$ cat config.mk
export PLATFORM = sky130hd
export DESIGN_NAME = serial_frame_parser_sum16
export DESIGN_NICKNAME = d
export VERILOG_FILES = /design/src/design/sfp_pkg.sv /design/src/design/sfp_parser.sv /design/src/design/serial_frame_parser_sum16.sv
export SDC_FILE = /design/constraint.sdc
export NUM_CORES = 1
export LEC_CHECK = 0
export ABC_AREA = 1
export ABC_CLOCK_PERIOD_IN_PS = 6550
export BUFFER_PORTS_ARGS = -buffer_cell sky130_fd_sc_hd__buf_2
export CORE_ASPECT_RATIO = 1.4
export CORE_MARGIN = 2
export CORE_UTILIZATION = 50
export CTS_CLUSTER_DIAMETER = 80
export DETAILED_ROUTE_END_ITERATION = 8
export GPL_ROUTABILITY_DRIVEN = 0
export PLACE_DENSITY = 0.71
export SLEW_MARGIN = 20
export SYNTH_ARGS = -nofsm -noshare
export SYNTH_HDL_FRONTEND = slang
export SYNTH_SLANG_ARGS = --single-unit
$ cat constraint.sdc
create_clock -name aclk -period 6.55 [get_ports aclk]
set_input_delay 0.655 -clock aclk [delete_from_list [all_inputs] [get_ports aclk]]
set_output_delay 0.655 -clock aclk [all_outputs]
set_load 0.03 [all_outputs]
$ cat src/design/sfp_pkg.sv
// ----------------------------------------------------------------------------
// sfp_pkg
// Shared types and constants for the serial frame parser.
// ----------------------------------------------------------------------------
package sfp_pkg;

    localparam int MAX_PAYLOAD_DEF = 256;

    localparam logic [15:0] LEN_OVERHEAD = 16'd3;

    localparam logic [7:0] HDR_FIRST_RESET  = 8'hEF;
    localparam logic [7:0] HDR_SECOND_RESET = 8'h01;

    localparam int CFG_IDX_W = 2;
    localparam logic [CFG_IDX_W-1:0] CFG_HDR_FIRST  = 2'd0;
    localparam logic [CFG_IDX_W-1:0] CFG_HDR_SECOND = 2'd1;

    localparam logic KIND_PAYLOAD   = 1'b0;
    localparam logic KIND_FRAME_END = 1'b1;

    typedef struct packed {
        logic       result_kind;
        logic [7:0] data_byte;
        logic [7:0] byte_position;
        logic [7:0] frame_packet_id;
        logic [7:0] frame_command;
        logic [8:0] frame_payload_length;
        logic       checksum_good;
        logic       frame_last;
    } sfp_result_t;

endpackage

$ cat src/design/sfp_parser.sv
// ----------------------------------------------------------------------------
// sfp_parser
// Per-byte frame state machine: header hunt, length check, running sum,
// payload and frame-end results.
// ----------------------------------------------------------------------------
module sfp_parser
    import sfp_pkg::*;
#(
    parameter int MAX_PAYLOAD = MAX_PAYLOAD_DEF
) (
    input  logic        aclk,
    input  logic        aresetn,
    input  logic        step,
    input  logic [7:0]  in_byte,
    input  logic [7:0]  hdr_first,
    input  logic [7:0]  hdr_second,
    output logic        res_valid,
    output sfp_result_t res
);

    localparam int CNT_W = (MAX_PAYLOAD > 1) ? $clog2(MAX_PAYLOAD + 1) : 1;
    localparam logic [16:0] LEN_MAX = 17'(MAX_PAYLOAD + 3);

    typedef enum logic [3:0] {
        PH_HDR1, PH_HDR2, PH_ADDR0, PH_ADDR1, PH_ADDR2, PH_ADDR3,
        PH_PID, PH_LENH, PH_LENL, PH_CMD, PH_PAYLOAD, PH_SUMH, PH_SUML
    } phase_t;

    phase_t           phase_reg, phase_next;
    logic [15:0]      len_reg, len_next;
    logic [CNT_W-1:0] cnt_reg, cnt_next;
    logic [15:0]      sum_reg, sum_next;
    logic [7:0]       sumh_reg, sumh_next;
    logic [7:0]       pid_reg, pid_next;
    logic [7:0]       cmd_reg, cmd_next;

    logic [15:0]      len_low;
    logic [15:0]      plen;
    logic [CNT_W:0]   cnt_plus;
    logic [15:0]      sum_add;

    assign len_low  = {len_reg[15:8], in_byte};
    assign plen     = len_reg - LEN_OVERHEAD;
    assign cnt_plus = {1'b0, cnt_reg} + 1'b1;
    assign sum_add  = sum_reg + {8'h00, in_byte};

    always_comb begin
        phase_next = phase_reg;
        len_next   = len_reg;
        cnt_next   = cnt_reg;
        sum_next   = sum_reg;
        sumh_next  = sumh_reg;
        pid_next   = pid_reg;
        cmd_next   = cmd_reg;
        res_valid  = 1'b0;
        res.result_kind          = KIND_PAYLOAD;
        res.data_byte            = 8'h00;
        res.byte_position        = 8'h00;
        res.frame_packet_id      = pid_reg;
        res.frame_command        = cmd_reg;
        res.frame_payload_length = plen[8:0];
        res.checksum_good        = 1'b0;
        res.frame_last           = 1'b0;
        unique case (phase_reg)
            PH_HDR1: begin
                if (in_byte == hdr_first) begin
                    phase_next = PH_HDR2;
                end
            end
            PH_HDR2: begin
                phase_next = (in_byte == hdr_second) ? PH_ADDR0 : PH_HDR1;
            end
            PH_ADDR0: phase_next = PH_ADDR1;
            PH_ADDR1: phase_next = PH_ADDR2;
            PH_ADDR2: phase_next = PH_ADDR3;
            PH_ADDR3: phase_next = PH_PID;
            PH_PID: begin
                pid_next   = in_byte;
                sum_next   = {8'h00, in_byte};
                phase_next = PH_LENH;
            end
            PH_LENH: begin
                len_next   = {in_byte, 8'h00};
                sum_next   = sum_add;
                phase_next = PH_LENL;
            end
            PH_LENL: begin
                len_next = len_low;
                sum_next = sum_add;
                if (len_low < LEN_OVERHEAD || {1'b0, len_low} > LEN_MAX) begin
                    phase_next = PH_HDR1;
                end else begin
                    phase_next = PH_CMD;
                end
            end
            PH_CMD: begin
                cmd_next = in_byte;
                sum_next = sum_add;
                if (len_reg == LEN_OVERHEAD) begin
                    phase_next = PH_SUMH;
                end else begin
                    cnt_next   = '0;
                    phase_next = PH_PAYLOAD;
                end
            end
            PH_PAYLOAD: begin
                sum_next          = sum_add;
                res_valid         = 1'b1;
                res.data_byte     = in_byte;
                res.byte_position = 8'(cnt_reg);
                cnt_next          = cnt_plus[CNT_W-1:0];
                if (17'(cnt_plus) >= {1'b0, plen}) begin
                    phase_next = PH_SUMH;
                end
            end
            PH_SUMH: begin
                sumh_next  = in_byte;
                phase_next = PH_SUML;
            end
            PH_SUML: begin
                res_valid         = 1'b1;
                res.result_kind   = KIND_FRAME_END;
                res.checksum_good = ({sumh_reg, in_byte} == sum_reg);
                res.frame_last    = 1'b1;
                phase_next        = PH_HDR1;
            end
            default: phase_next = PH_HDR1;
        endcase
    end

    always_ff @(posedge aclk) begin
        if (!aresetn) begin
            phase_reg <= PH_HDR1;
            len_reg   <= '0;
            cnt_reg   <= '0;
            sum_reg   <= '0;
            sumh_reg  <= '0;
            pid_reg   <= '0;
            cmd_reg   <= '0;
        end else if (step) begin
            phase_reg <= phase_next;
            len_reg   <= len_next;
            cnt_reg   <= cnt_next;
            sum_reg   <= sum_next;
            sumh_reg  <= sumh_next;
            pid_reg   <= pid_next;
            cmd_reg   <= cmd_next;
        end
    end

endmodule

$ cat src/design/serial_frame_parser_sum16.sv
// Output: each result is registered in the output entry, or in the skid entry while the output entry is held.
// Throughput: one byte per cycle while s_tready is high; the parser state updates in a single pass.
// A two-entry output (register plus skid) keeps s_tready high while one
// result waits; s_tready falls only when both entries are full.
// Reset: synchronous, active low; returns to header hunt, headers to 0xEF, 0x01.
// ----------------------------------------------------------------------------
// serial_frame_parser_sum16
// Byte-stream frame parser with 16-bit additive checksum verdict.
// ----------------------------------------------------------------------------
module serial_frame_parser_sum16
    import sfp_pkg::*;
#(
    parameter int MAX_PAYLOAD = MAX_PAYLOAD_DEF
) (
    input  logic                 aclk,
    input  logic                 aresetn,
    input  logic                 cfg_wr_en,
    input  logic [CFG_IDX_W-1:0] cfg_wr_index,
    input  logic [7:0]           cfg_wr_data,
    input  logic                 s_tvalid,
    output logic                 s_tready,
    input  logic [7:0]           s_tdata,   // in_byte
    output logic                 m_tvalid,
    input  logic                 m_tready,
    // data_byte, byte_position, frame_packet_id, frame_command,
    // frame_payload_length, checksum_good, zero pad
    output logic [47:0]          m_tdata,
    output logic [0:0]           m_tuser,   // result_kind
    output logic                 m_tlast    // frame_last
);

    logic [7:0]  hdr_first_reg;
    logic [7:0]  hdr_second_reg;

    logic        step;
    logic        res_valid;
    sfp_result_t res;

    logic        out_valid_reg;
    sfp_result_t out_reg;
    logic        skid_valid_reg;
    sfp_result_t skid_reg;
    logic        pop;
    logic        push;

    always_ff @(posedge aclk) begin
        if (!aresetn) begin
            hdr_first_reg  <= HDR_FIRST_RESET;
            hdr_second_reg <= HDR_SECOND_RESET;
        end else if (cfg_wr_en) begin
            if (cfg_wr_index == CFG_HDR_FIRST) begin
                hdr_first_reg <= cfg_wr_data;
            end
            if (cfg_wr_index == CFG_HDR_SECOND) begin
                hdr_second_reg <= cfg_wr_data;
            end
        end
    end

    assign s_tready = !skid_valid_reg;
    assign step     = s_tvalid && s_tready;
    assign push     = step && res_valid;
    assign pop      = out_valid_reg && m_tready;

    sfp_parser #(
        .MAX_PAYLOAD(MAX_PAYLOAD)
    ) u_parser (
        .aclk      (aclk),
        .aresetn   (aresetn),
        .step      (step),
        .in_byte   (s_tdata),
        .hdr_first (hdr_first_reg),
        .hdr_second(hdr_second_reg),
        .res_valid (res_valid),
        .res       (res)
    );

    always_ff @(posedge aclk) begin
        if (!aresetn) begin
            out_valid_reg  <= 1'b0;
            skid_valid_reg <= 1'b0;
        end else if (pop) begin
            if (skid_valid_reg) begin
                out_reg        <= skid_reg;
                skid_valid_reg <= 1'b0;
            end else begin
                out_valid_reg <= push;
                if (push) begin
                    out_reg <= res;
                end
            end
        end else if (!out_valid_reg) begin
            out_valid_reg <= push;
            if (push) begin
                out_reg <= res;
            end
        end else if (push) begin
            skid_reg       <= res;
            skid_valid_reg <= 1'b1;
        end
    end

    assign m_tvalid = out_valid_reg;
    assign m_tdata  = {6'b000000, out_reg.checksum_good, out_reg.frame_payload_length,
                       out_reg.frame_command, out_reg.frame_packet_id,
                       out_reg.byte_position, out_reg.data_byte};
    assign m_tuser  = out_reg.result_kind;
    assign m_tlast  = out_reg.frame_last;

`ifndef NO_ASSERTIONS
    a_skid_needs_out: assert property (@(posedge aclk) disable iff (!aresetn)
        skid_valid_reg |-> out_valid_reg)
        else $error("skid entry held without output entry");

    a_last_is_kind: assert property (@(posedge aclk) disable iff (!aresetn)
        m_tvalid |-> (m_tlast == m_tuser[0]))
        else $error("frame_last and result_kind disagree");

    a_end_no_data: assert property (@(posedge aclk) disable iff (!aresetn)
        (m_tvalid && m_tlast) |-> (m_tdata[15:0] == 16'h0000))
        else $error("frame end carries payload data");
`endif

endmodule
==> summary.md <==
| Metric | Value |
|---|---|
| Sink Count | `174` |
| Vias per cell | `5.364` |
| Layout cells sized above 1 | `12.61%` |
| Most frequent cells in the layout | `211 x nand2_1, 119 x nor2_1, 113 x a21oi_1` |
| Global-route wire length before repair | `32.45 mm` |
| CP top delay family | `buffers and inverters` |
| Global route hottest layer | `met2` |
| Final Cycle Share | `40.10%` |
| CP Cell Sequence | `inv_2 > nor2_4 > nand3_1 > nand2_1 > buf_4 > inv_2 > nor3_2 > buf_4` |
| Area grow syn2layout | `12.33%` |
| Core footprint | `16750 sq um` |
| Post-CTS Setup Repair Bufs | `0` |
| # H-tree levels | `4` |
| Worst Tran Pin Value | `0.9616 ns` |
| Pwr dens | `292.7 nW/um^2` |
| GR Util met1 | `29.44%` |
| CP bufs+invs | `4` |
| Die height | `158.6 um` |
| CP startpoint kind | `flip-flop` |
| Slew headroom | `35.40%` |
| CP Class | `flip-flop to flip-flop` |
| Die X | `114.4 um` |
| Root buf cell | `clkbuf_16` |
| Synth Register Bits | `174` |
| Int Power | `0.001924 W` |
| Mean cell area of the mapped netlist | `8.237 sq um` |
| Combinational fraction of design power | `19.6%` |
| Clock Power Share | `35.1%` |
| Final #Nets | `1133` |
| Synthesized instance count | `1036` |
| Initial antenna violation count | `0` |
| Largest net degree at the start of global routing | `54` |
| Num CTS Buffers | `17` |
| Final Hold Viols | `0` |
| Most common cell after layout, fill and taps aside | `nand2_1` |
| Setup_tns | `0 ns` |
| Remaining DRCs | `0` |
| Area of the multi-input gates | `3600 sq um` |
| FF/Latch Area | `4354 sq um` |
| Arrival @ worst endpoint | `2.73 ns` |
| Critical Path Sink Type | `flip-flop` |
| Fin. max-slew vios | `0` |
| Remaining global-route overflow | `0` |
| First drt pass iteration count | `5` |
| Die footprint | `18140 sq um` |
| Diode count | `0` |
| Pre-CTS setup slack | `3.543 ns` |
| CTS tree | `built` |
| Reg clk slew, reported paths | `0.07 ns` |
| Total Wirelength | `19.57 mm` |
| Max stage delay on crit path | `0.44 ns` |
| Max reg flops | `43` |
| Slowest-stage cell, CP | `dfxtp_1` |
| Grt met2 use | `37.73%` |
| Fmax | `380.8 MHz` |
| Gr usage total | `22.60%` |
| Setup violators final | `0` |
| Starting density of the core | `50.96%` |
| Routed Antenna Nets | `0` |
| Setup slack after layout | `3.924 ns` |
| Sequential share of the synthesized area | `51.03%` |
| Max_cap viols | `0` |
| Critical Path RT | `6.65 ns` |
| Clock latency at the later pin of the worst-skew pair | `0.44 ns` |
| IO buf count | `68` |
| Sw power | `0.0008816 W` |
| Hold bufs inserted after CTS | `0` |
| Tmin final | `2.626 ns` |
| # resized after CTS | `0` |
| Post-Route Utilization | `57.24%` |
| Max rail drop VDD | `0.1568 mV` |
| RSZ-0062 raised after global routing | `false` |
| Mapped cell area | `8533 sq um` |
| Top-Level Pins | `75` |
| DR vias | `7000` |
| Leak Pwr | `4.089 nW` |
| Switching Share | `31.42%` |
| Sequential power share | `45.3%` |
| Worst-path fanout max | `43` |
| GR Util met3 | `3.121%` |
| # fillers | `1530` |
| Row count | `56` |
| WL/cell | `15.00 um` |
| Yosys warnings | `0` |
| Drt initial violations | `516` |
| Vias in the first global route | `6591` |
| Post-synthesis cell type count | `44` |
| CTS Buffer Depth | `2` |
| Status | `finished clean` |
| DPL Wire Length | `13.81 mm` |
| HP Class | `input port to flip-flop` |
| Worst clock skew | `0.006982 ns` |
-- cell usage after synthesis --
master      n  area (sq um)
a31o_2      1         8.760
conb_1      1         3.750
edfxtp_1   87          2613
or2_2       3         18.77
nand3_2     2         20.02
nor2_1    120         450.4
inv_1      94         352.8
clkbuf_1   29         108.9
nor3_1     14         70.07
ha_1       20         250.2
a31oi_1     5         31.28
nand2_2     2         12.51
xor2_1     27         236.5
buf_4       8         60.06
nand3b_1    2         15.01
o211a_1     1         10.01
o21ai_0   100         500.5
inv_2      10         37.54
nor4_1      5         31.28
nand2_1   211         792.0
or2_0       1         6.260
o211ai_1    6         45.04
clkinv_1    1         3.750
nand4_1     2         12.51
a22oi_1     1         7.510
a211oi_1    6         45.04
fa_1        1         20.02
nand4_2     1         12.51
nor2_4      2         22.52
o22ai_1     3         18.77
a21o_1      1         7.510
xnor2_1     5         43.79
o21ai_4     2         32.53
o21ai_1     5         25.02
nor2_2      4         25.02
o21a_1      1         7.510
buf_1       1         3.750
buf_2       9         45.04
a21oi_1   114         570.6
o221ai_1    1         8.760
clkinv_2    1         5.000
dfxtp_1    87          1742
o21bai_1    2         15.01
nand3_1    37         185.2
-- logic make-up after synthesis --
group | share of synthesized area (%)
compound gates | 15.63
buf+inv | 7.229
fa+ha+maj | 3.167
other cells | 0.04395
simple gates | 19.62
xor+xnor | 3.284
flops | 51.03
-- cell type report --
class                           instances  share of cell area, %
Clock buffer                           19                  4.843
Tap cell                              203                  2.650
Clock inverter                         13                  1.188
Timing Repair Buffer                   76                  4.177
Sequential cell                       174                  45.42
Multi-Input combinational cell        714                  37.55
Inverter                              106                  4.164
-- stage by stage --
stage | hold slack (ns) | total power (W) | area (sq um) | cells
finish | 0.4420 | 0.002806 | 9585 | 1305
global route | 0.4615 | 0.002938 | 9585 | 1305
CTS | 0.4390 | 0.002809 | 9585 | 1305
detailed placement | 0.4370 | 0.001838 | 9007 | 1273
global placement | 0.4358 | 0.001830 | 9007 | 1273
floorplan | 0.4197 | 0.001700 | 8552 | 1041
-- tightest hold or removal path, stage by stage --
cell     delay, ns
buf_2         0.09
nand2_1       0.05
nand3_1       0.06
-- final timing paths --
| check | startpoint | to | slack [ns] | depth (start not counted) |
|---|---|---|---|---|
| max | u_parser.phase_reg[3]$_SDFFE_PN0P_ | skid_reg[19]$_DFFE_PP_ | 3.92 | 8 |
| max reg2reg | u_parser.phase_reg[3]$_SDFFE_PN0P_ | skid_reg[19]$_DFFE_PP_ | 3.92 | 8 |
| min reg2reg | u_parser.cmd_reg[3]$_SDFFE_PN0P_ | skid_reg[14]$_DFFE_PP_ | 0.45 | 0 |
| min | cfg_wr_data[5] | hdr_first_reg[5]$_SDFFE_PN1P_ | 0.44 | 3 |
-- power by group through the flow --
stage	Combinational [W]	Clock, W	Sequential [W]
final	0.000549	0.000986	0.00127
after global routing	0.000617	0.00104	0.00128
after CTS	0.000546	0.000993	0.00127
after detailed placement	0.000544	0	0.00129
after global placement	0.000537	0	0.00129
after floorplan	0.000352	0	0.00135
-- metal layers --
layer | up-vias | wire length (um) | share of wire, %
li1 | 3538 | - | -
met1 | 3232 | 8745 | 45
met2 | 195 | 9443 | 48
met3 | 35 | 865 | 4.4
met4 | 0 | 519 | 2.7
met5 | - | 0 | 0
Power figures use the tool's default switching activity.
